File: config.mk
export PLATFORM = sky130hd
export DESIGN_NAME = video_frame_slot_reassembler
export DESIGN_NICKNAME = d
export VERILOG_FILES = /design/src/design/vfsr_pkg.sv /design/src/design/video_frame_slot_reassembler.sv /design/src/design/vfsr_cell.sv
export SDC_FILE = /design/constraint.sdc
export NUM_CORES = 2
export LEC_CHECK = 0
export ABC_AREA = 1
export BUFFER_PORTS_ARGS = -buffer_cell sky130_fd_sc_hd__buf_2
export CORE_UTILIZATION = 40
export DETAILED_ROUTE_END_ITERATION = 8
export PLACE_DENSITY = 0.61
export SLEW_MARGIN = 20
export SYNTH_ARGS = -nofsm -noshare
export SYNTH_HDL_FRONTEND = slang
export SYNTH_HIERARCHICAL = 1
export SYNTH_SLANG_ARGS = --single-unit
File: constraint.sdc
create_clock -name clk -period 18 [get_ports clk]
set_clock_uncertainty 0.05 [all_clocks]
set_input_delay 2.7 -clock clk [delete_from_list [all_inputs] [get_ports clk]]
set_output_delay 2.7 -clock clk [all_outputs]
set_load 0.02 [all_outputs]
File: src/design/vfsr_pkg.sv
`default_nettype none

package vfsr_pkg;

  localparam int SLOT_COUNT_DEF = 3;

  localparam logic [15:0] HOLD_RESET = 16'd15;

  localparam logic REG_HOLD   = 1'b0;
  localparam logic REG_ENABLE = 1'b1;

  localparam logic [1:0] KIND_WRITE   = 2'd0;
  localparam logic [1:0] KIND_DROP    = 2'd1;
  localparam logic [1:0] KIND_RELEASE = 2'd2;
  localparam logic [1:0] KIND_INVALID = 2'd3;

  typedef struct packed {
    logic [15:0] seq_number;
    logic [31:0] time_stamp;
    logic        key_frame;
    logic [31:0] frame_offset;
    logic [31:0] frame_length;
    logic [15:0] payload_length;
  } in_t;

  typedef struct packed {
    logic [1:0]  kind;
    logic [1:0]  slot_index;
    logic [31:0] write_offset;
    logic [15:0] write_length;
    logic [15:0] out_seq;
    logic [31:0] out_time;
    logic [31:0] out_full_length;
    logic [31:0] out_received;
    logic        out_key;
    logic        last;
  } out_t;

  typedef struct packed {
    logic [15:0] seq;
    logic [31:0] stamp;
    logic        key;
    logic [31:0] full;
    logic [31:0] got;
  } slot_t;

  typedef struct packed {
    logic load;
    logic add;
    logic shift;
  } cell_ctrl_t;

endpackage

`default_nettype wire

File: src/design/video_frame_slot_reassembler.sv
`default_nettype none

// Video frame slot reassembler. Each accepted item is one packet header; the
// block keeps up to SLOT_COUNT frames in a row of slot cells, oldest in cell 0,
// and answers each item with one to three result items (write, drop, release,
// invalid), the final one marked by last. The controller walks a header through
// the states lookup (which may evict the oldest frame), pick, write and release,
// each emitting at most one result and waiting while the result port is stalled;
// every release compacts the cell row in that same cycle. A new header is taken
// only once the block is back in idle.
// Configuration: index 0 sets the keyframe hold time in ms, index 1 enables
// reception; write only while the block is idle.
module video_frame_slot_reassembler #(
  parameter int SLOT_COUNT = vfsr_pkg::SLOT_COUNT_DEF
) (
  input  wire logic           clk,
  input  wire logic           rst,
  input  wire logic           pkt_valid,
  output logic                pkt_ready,
  input  wire vfsr_pkg::in_t  pkt,
  output logic                res_valid,
  input  wire logic           res_ready,
  output vfsr_pkg::out_t      res,
  input  wire logic           cfg_we,
  input  wire logic           cfg_index,
  input  wire logic [15:0]    cfg_data
);
  import vfsr_pkg::*;

  localparam int IDX_W = (SLOT_COUNT > 1) ? $clog2(SLOT_COUNT) : 1;
  localparam int UW    = $clog2(SLOT_COUNT + 1);
  localparam int IW2   = IDX_W + 2;

  localparam logic [2:0] S_IDLE  = 3'd0;
  localparam logic [2:0] S_EVAL  = 3'd1;
  localparam logic [2:0] S_PICK  = 3'd2;
  localparam logic [2:0] S_WRITE = 3'd3;
  localparam logic [2:0] S_REL   = 3'd4;

  logic [2:0]       state, state_next;
  logic [UW-1:0]    used, used_next;
  logic [IDX_W-1:0] sel, sel_next;
  logic             fresh, fresh_next;
  logic [15:0]      hold;
  logic             enable;
  in_t              pkt_q;

  slot_t            slots [SLOT_COUNT];
  slot_t            nb    [SLOT_COUNT];
  cell_ctrl_t       cell_ctrl [SLOT_COUNT];
  logic [SLOT_COUNT-1:0] cell_hit;
  logic [SLOT_COUNT-1:0] cell_done;

  logic             load_en, add_en, shift_en;
  logic [IDX_W-1:0] shift_idx;
  logic             emit;
  out_t             emit_item;

  logic             out_free;
  logic             hit_any;
  logic [IDX_W-1:0] hit_idx;
  logic [IDX_W-1:0] last_idx, used_idx;
  logic             late, full, multipart, invalid, hold_ok, evict, done_s, rel;
  logic [32:0]      hold_sum;

  function automatic logic [1:0] low2(input logic [IDX_W-1:0] v);
    logic [IW2-1:0] w;
    w = IW2'(v);
    return w[1:0];
  endfunction

  function automatic out_t plain_item(input logic [1:0] kind, input logic last);
    out_t r;
    r      = '0;
    r.kind = kind;
    r.last = last;
    return r;
  endfunction

  function automatic out_t release_item(input slot_t sl, input logic [IDX_W-1:0] idx,
                                        input logic last);
    out_t r;
    r                 = '0;
    r.kind            = KIND_RELEASE;
    r.slot_index      = low2(idx);
    r.out_seq         = sl.seq;
    r.out_time        = sl.stamp;
    r.out_full_length = sl.full;
    r.out_received    = sl.got;
    r.out_key         = sl.key;
    r.last            = last;
    return r;
  endfunction

  for (genvar i = 0; i < SLOT_COUNT; i++) begin : g_cell
    if (i == SLOT_COUNT - 1) begin : g_end
      assign nb[i] = '0;
    end else begin : g_mid
      assign nb[i] = slots[i+1];
    end

    assign cell_ctrl[i].load  = load_en && (sel == IDX_W'(i));
    assign cell_ctrl[i].add   = add_en && (sel == IDX_W'(i));
    assign cell_ctrl[i].shift = shift_en && (IDX_W'(i) >= shift_idx);

    vfsr_cell u_cell (
      .clk  (clk),
      .rst  (rst),
      .pkt  (pkt_q),
      .ctrl (cell_ctrl[i]),
      .nb   (nb[i]),
      .slot (slots[i]),
      .hit  (cell_hit[i]),
      .done (cell_done[i])
    );
  end

  always_comb begin
    hit_any = 1'b0;
    hit_idx = '0;
    for (int i = SLOT_COUNT - 1; i >= 0; i--) begin
      if (cell_hit[i] && (UW'(i) < used)) begin
        hit_any = 1'b1;
        hit_idx = IDX_W'(i);
      end
    end
  end

  always_comb begin
    out_free  = !res_valid || res_ready;
    last_idx  = IDX_W'(used - UW'(1));
    used_idx  = IDX_W'(used);
    late      = (used != '0) && (slots[last_idx].stamp > pkt_q.time_stamp);
    full      = used == UW'(SLOT_COUNT);
    multipart = pkt_q.frame_length != {16'b0, pkt_q.payload_length};
    invalid   = pkt_q.frame_offset >= pkt_q.frame_length;
    hold_sum  = {1'b0, slots[0].stamp} + {17'b0, hold};
    hold_ok   = hold_sum <= {1'b0, pkt_q.time_stamp};
    evict     = pkt_q.key_frame || !slots[0].key || (slots[0].got == slots[0].full) ||
                hold_ok;
    done_s    = fresh ? ({16'b0, pkt_q.payload_length} == pkt_q.frame_length)
                      : cell_done[sel];
    rel       = done_s && !(slots[0].key && (sel != '0));
  end

  always_comb begin
    state_next = state;
    used_next  = used;
    sel_next   = sel;
    fresh_next = fresh;
    load_en    = 1'b0;
    add_en     = 1'b0;
    shift_en   = 1'b0;
    shift_idx  = '0;
    emit       = 1'b0;
    emit_item  = '0;
    unique case (state)
      S_IDLE: begin
        if (pkt_valid) begin
          state_next = S_EVAL;
        end
      end
      S_EVAL: begin
        if (out_free) begin
          if (!enable) begin
            emit       = 1'b1;
            emit_item  = plain_item(KIND_DROP, 1'b1);
            state_next = S_IDLE;
          end else if (invalid) begin
            emit       = 1'b1;
            emit_item  = plain_item(KIND_INVALID, 1'b1);
            state_next = S_IDLE;
          end else if (multipart && hit_any) begin
            sel_next   = hit_idx;
            fresh_next = 1'b0;
            state_next = S_WRITE;
          end else if (!full) begin
            if (late) begin
              emit       = 1'b1;
              emit_item  = plain_item(KIND_DROP, 1'b1);
              state_next = S_IDLE;
            end else begin
              sel_next   = used_idx;
              fresh_next = 1'b1;
              state_next = S_WRITE;
            end
          end else if (evict) begin
            emit       = 1'b1;
            emit_item  = release_item(slots[0], '0, 1'b0);
            shift_en   = 1'b1;
            shift_idx  = '0;
            used_next  = used - UW'(1);
            state_next = S_PICK;
          end else begin
            emit       = 1'b1;
            emit_item  = plain_item(KIND_DROP, 1'b1);
            state_next = S_IDLE;
          end
        end
      end
      S_PICK: begin
        if (out_free) begin
          if (late) begin
            emit       = 1'b1;
            emit_item  = plain_item(KIND_DROP, 1'b1);
            state_next = S_IDLE;
          end else begin
            sel_next   = used_idx;
            fresh_next = 1'b1;
            state_next = S_WRITE;
          end
        end
      end
      S_WRITE: begin
        if (out_free) begin
          emit                   = 1'b1;
          emit_item              = '0;
          emit_item.kind         = KIND_WRITE;
          emit_item.slot_index   = low2(sel);
          emit_item.write_offset = pkt_q.frame_offset;
          emit_item.write_length = pkt_q.payload_length;
          emit_item.last         = !rel;
          load_en                = fresh;
          add_en                 = !fresh;
          if (fresh) begin
            used_next = used + UW'(1);
          end
          state_next = rel ? S_REL : S_IDLE;
        end
      end
      S_REL: begin
        if (out_free) begin
          emit       = 1'b1;
          emit_item  = release_item(slots[sel], sel, 1'b1);
          shift_en   = 1'b1;
          shift_idx  = sel;
          used_next  = used - UW'(1);
          state_next = S_IDLE;
        end
      end
      default: begin
        state_next = S_IDLE;
      end
    endcase
  end

  assign pkt_ready = state == S_IDLE;

  always_ff @(posedge clk) begin
    if (rst) begin
      state     <= S_IDLE;
      used      <= '0;
      sel       <= '0;
      fresh     <= 1'b0;
      hold      <= HOLD_RESET;
      enable    <= 1'b1;
      res_valid <= 1'b0;
    end else begin
      state <= state_next;
      used  <= used_next;
      sel   <= sel_next;
      fresh <= fresh_next;
      if (cfg_we) begin
        unique case (cfg_index)
          REG_HOLD:   hold   <= cfg_data;
          REG_ENABLE: enable <= cfg_data[0];
          default:    hold   <= hold;
        endcase
      end
      if (emit) begin
        res_valid <= 1'b1;
      end else if (res_ready) begin
        res_valid <= 1'b0;
      end
    end
  end

  always_ff @(posedge clk) begin
    if (pkt_valid && pkt_ready) begin
      pkt_q <= pkt;
    end
    if (emit) begin
      res <= emit_item;
    end
  end

endmodule

`default_nettype wire

File: src/design/vfsr_cell.sv
`default_nettype none

module vfsr_cell (
  input  wire logic               clk,
  input  wire logic               rst,
  input  wire vfsr_pkg::in_t      pkt,
  input  wire vfsr_pkg::cell_ctrl_t ctrl,
  input  wire vfsr_pkg::slot_t    nb,
  output vfsr_pkg::slot_t         slot,
  output logic                    hit,
  output logic                    done
);
  import vfsr_pkg::*;

  logic [32:0] sum;
  logic [31:0] got_sum;

  always_comb begin
    sum     = {1'b0, slot.got} + {17'b0, pkt.payload_length};
    got_sum = sum[32] ? 32'hFFFF_FFFF : sum[31:0];
    done    = got_sum == pkt.frame_length;
    hit     = (slot.seq == pkt.seq_number) && (slot.stamp == pkt.time_stamp);
  end

  always_ff @(posedge clk) begin
    if (rst) begin
      slot <= '0;
    end else if (ctrl.shift) begin
      slot <= nb;
    end else if (ctrl.load) begin
      slot.seq   <= pkt.seq_number;
      slot.stamp <= pkt.time_stamp;
      slot.key   <= pkt.key_frame;
      slot.full  <= pkt.frame_length;
      slot.got   <= {16'b0, pkt.payload_length};
    end else if (ctrl.add) begin
      slot.got <= got_sum;
    end
  end

endmodule

`default_nettype wire

==> metrics.md <==
| Metric | Value |
|---|---|
| Gr usage total | 32.71% |
| Gate Count Post-Synth | 6287 |
| Measured slew at the worst slew-check pin | 1.208 ns |
| Hold bufs inserted after CTS | 0 |
| Gr ovfl total | 0 |
| Starting Density | 40.32% |
| Post-Syn Area | 43890 um2 |
| Longest Clk Path Bufs | 3 |
| Synth area leader | edfxtp_1 |
| Global-route wire length before repair | 272300 um |
| DR pass1 iterations | 8 |
| Core area | 108900 um2 |
| Total negative slack | 0 ns |
| Dominant cells by area after synthesis | edfxtp_1 20%, dfxtp_1 17%, nand2_1 14% |
| I/O pin total | 319 |
| Max Clk Rate | 0.1378 GHz |
| Synthesized flop and latch total | 660 |
| Initial antenna violation count | 12 |
| HPWL after detailed placement | 133200 um |
| DRT Wirelength | 186400 um |
| Hold Vio Cnt, Final | 0 |
| DIE AREA | 111000 um2 |
| Setup violations, final | 0 |
| CTS tree | built |
| Horiz. Die Dim | 333.2 um |
| DRT antenna net count | 0 |
| Worst path arrival time | 7.77 ns |
| Slew Viols, Final | 0 |
| Total number of vias | 45.02k |
| Period minus WS final | 7.260 ns |
| # H-tree levels | 3 |
| Routability cong. | 1.034 |
| Area share of the largest cell type after synthesis | 20.18% |
| Synth unique cells | 57 |
| Worst-Skew Late Latency | 0.70 ns |
| FP Rows | 121 |
| Post-CTS setup repair buffer count | 0 |
| WL per Instance | 23.01 um |
| Crit path kind | flip-flop to flip-flop |
| DRC viols | 0 |
| Largest net degree at the start of global routing | 167 |
| Mean post-synth cell area | 6.981 um2 |
| Peak per-stage delay on the critical path | 0.73 ns |
| Cts repair resizes | 0 |
| Clock-pin slew on the worst setup and hold paths | 0.06 ns |
| Layout area overhead | 14.12% |
| Worst Path Max Fanout | 62 |
| Max-cap viol count | 0 |
| Initial DRC count | 5009 |
| Diode count | 0 |
| Seq/Total Area, Yosys | 36.83% |
| Vias per cell | 5.557 |
| Clock Sinks | 660 |
| Final Net Count | 6938 |
| Cts bufs inserted | 81 |
| Crit path buf inv count | 4 |
| Delay-heaviest family, CP | compound AO/OA/AOI/OAI gates |
| Max-Slew Margin vs Limit | 19.49% |
| Port Buffer Count | 318 |
| Share of layout cells above drive strength 1 | 10.47% |
| Most frequent CP cell | nand2_1 |
| Worst path required time | 18.51 ns |
| Die H | 333.2 um |
| Via count of the first global-routing pass | 41.72k |
| Final WS setup | 10.74 ns |
| VDD IR-drop max | 0.08164 mV |
| Slowest cell on the critical path | a21oi_4 |
| Fillers | 11.05k |
| Final non-filler cell total | 8102 |
| Hold Path Class | flip-flop to flip-flop |
| Status | complete, no violations |
| CTS root buf | clkbuf_16 |
| Placed cell count | 7949 |
| Pre-CTS setup slack | 10.40 ns |
| Setup crit end kind | flip-flop |
| Period utilization | 40.33% |
| Leakage | 23.62 nW |
| Total power | 4.978 mW |
| PwrDens | 99.39 nW/um2 |
| CP Launch Type | flip-flop |
| Warnings, synthesis | 6 |
| RSZ-0062 raised after global routing | false |
## cell usage after synthesis (all sizes together)
master / instances
nor3: 53
nor4: 27
a31oi: 6
buf: 50
o21ai: 313
a221oi: 98
o221ai: 96
and2: 6
a22oi: 54
a311o: 1
o21bai: 5
dfxtp: 365
ha: 164
o211ai: 58
nand3: 351
xnor2: 83
inv: 1087
nand3b: 7
edfxtp: 295
nand2: 1721
nand4: 130
a211oi: 3
o22ai: 145
a21oi: 235
clkinv: 3
nor2: 607
conb: 1
o2111ai: 2
a41oi: 1
clkbuf: 216
xor2: 80
o21a: 2
a21o: 3
or3: 3
a21boi: 1
or2: 6
fa: 4
a22o: 1
a2111oi: 1
or4: 3
## per-layer routing
| layer | track usage (%) | vias up | wire length [um] | part of all wire [%] |
|---|---|---|---|---|
| met2 | 51.04 | 2372 | 81280 | 44 |
| met1 | 42.98 | 20980 | 76670 | 41 |
| met4 | 17.50 | 2 | 11330 | 6.1 |
| li1 | - | 21170 | - | - |
| met5 | 0 | - | 13 | 0.0070 |
| met3 | 5.756 | 498 | 17100 | 9.2 |
## worst reg2reg max path, delay by kind of cell, from the launching register on
kind / cells / cell delay, ns
and+or+nand+nor: 15 / 2.26
xor gates and xnor gates: 1 / 0.17
DFF: 1 / 0.39
adders and majority gates: 2 / 0.75
AOI/OAI and AO/OA: 8 / 2.50
buffers and inverters: 4 / 1.03
## cell families (layout without fill, tap and decap cells)
group,Yosys count,count (layout),share of synthesized area (%)
simple gates,2914,2914,27.62
buf+inv,1356,1645,11.95
compound gates,1025,1025,15.48
flops,660,660,36.83
fa+ha+maj,168,168,4.858
xor+xnor,163,163,3.253
other cells,1,113,0.008545
## placed cells by master (no fill, tap or decap), types with 85 or more instances in the layout
cell and n:
buf_2 318, dfxtp_1 365, conb_1 113, nand2_1 1686, nor2_1 590, o21ai_0 305, o221ai_1 96, nand4_1 130
o22ai_1 85, a21oi_1 228, inv_1 1058, a221oi_1 98, nand3_1 344, edfxtp_1 295, ha_1 164
## cell type report
class                           count  area (um2)  share of cell area (%)
Clock buffer                      111        2283                   4.559
Clock inverter                     41       506.7                   1.012
Inverter                         1090        4098                   8.182
Multi-Input combinational cell   4383       23000                   45.92
Sequential cell                   660       16170                   32.28
Tap cell                         1414        1769                   3.533
Timing Repair Buffer              403        2262                   4.517
## stage by stage
stage	hold WS (ns)	utilization (%)	cell area (um2)
finish	0.4321	46.01	50080
global route	0.4521	46.01	50080
CTS	0.4273	45.98	50050
detailed placement	0.4103	43.42	47260
global placement	0.4085	43.42	47260
floorplan	0.3854	-	44310
## power breakdown
group,internal [mW],switching [mW]
sequential,1.79,0.167
combinational,0.346,0.939
clock,1.01,0.721
## sequential cells by signal, summed over array words and instances, names as in the netlist, 2 cells and up
register	flops
sel	2
used	2
res	166
pkt_q	129
state	3
g_cell.u_cell/slot	339
hold	16
## worst paths after layout
check,from,endpoint,slack [ns],cells past startpoint
worst max register to register,g_cell[0].u_cell/slot[69]$_SDFFE_PP0P_,g_cell[2].u_cell/slot[42]$_SDFFE_PP0P_,10.74,30
worst min-delay path,hold[0]$_SDFFE_PP1P_,hold[0]$_SDFFE_PP1P_,0.43,2
worst max-delay path,g_cell[0].u_cell/slot[69]$_SDFFE_PP0P_,g_cell[2].u_cell/slot[42]$_SDFFE_PP0P_,10.74,30
worst min register to register,hold[0]$_SDFFE_PP1P_,hold[0]$_SDFFE_PP1P_,0.43,2
Note: power is estimated with default switching activity, not from simulation.
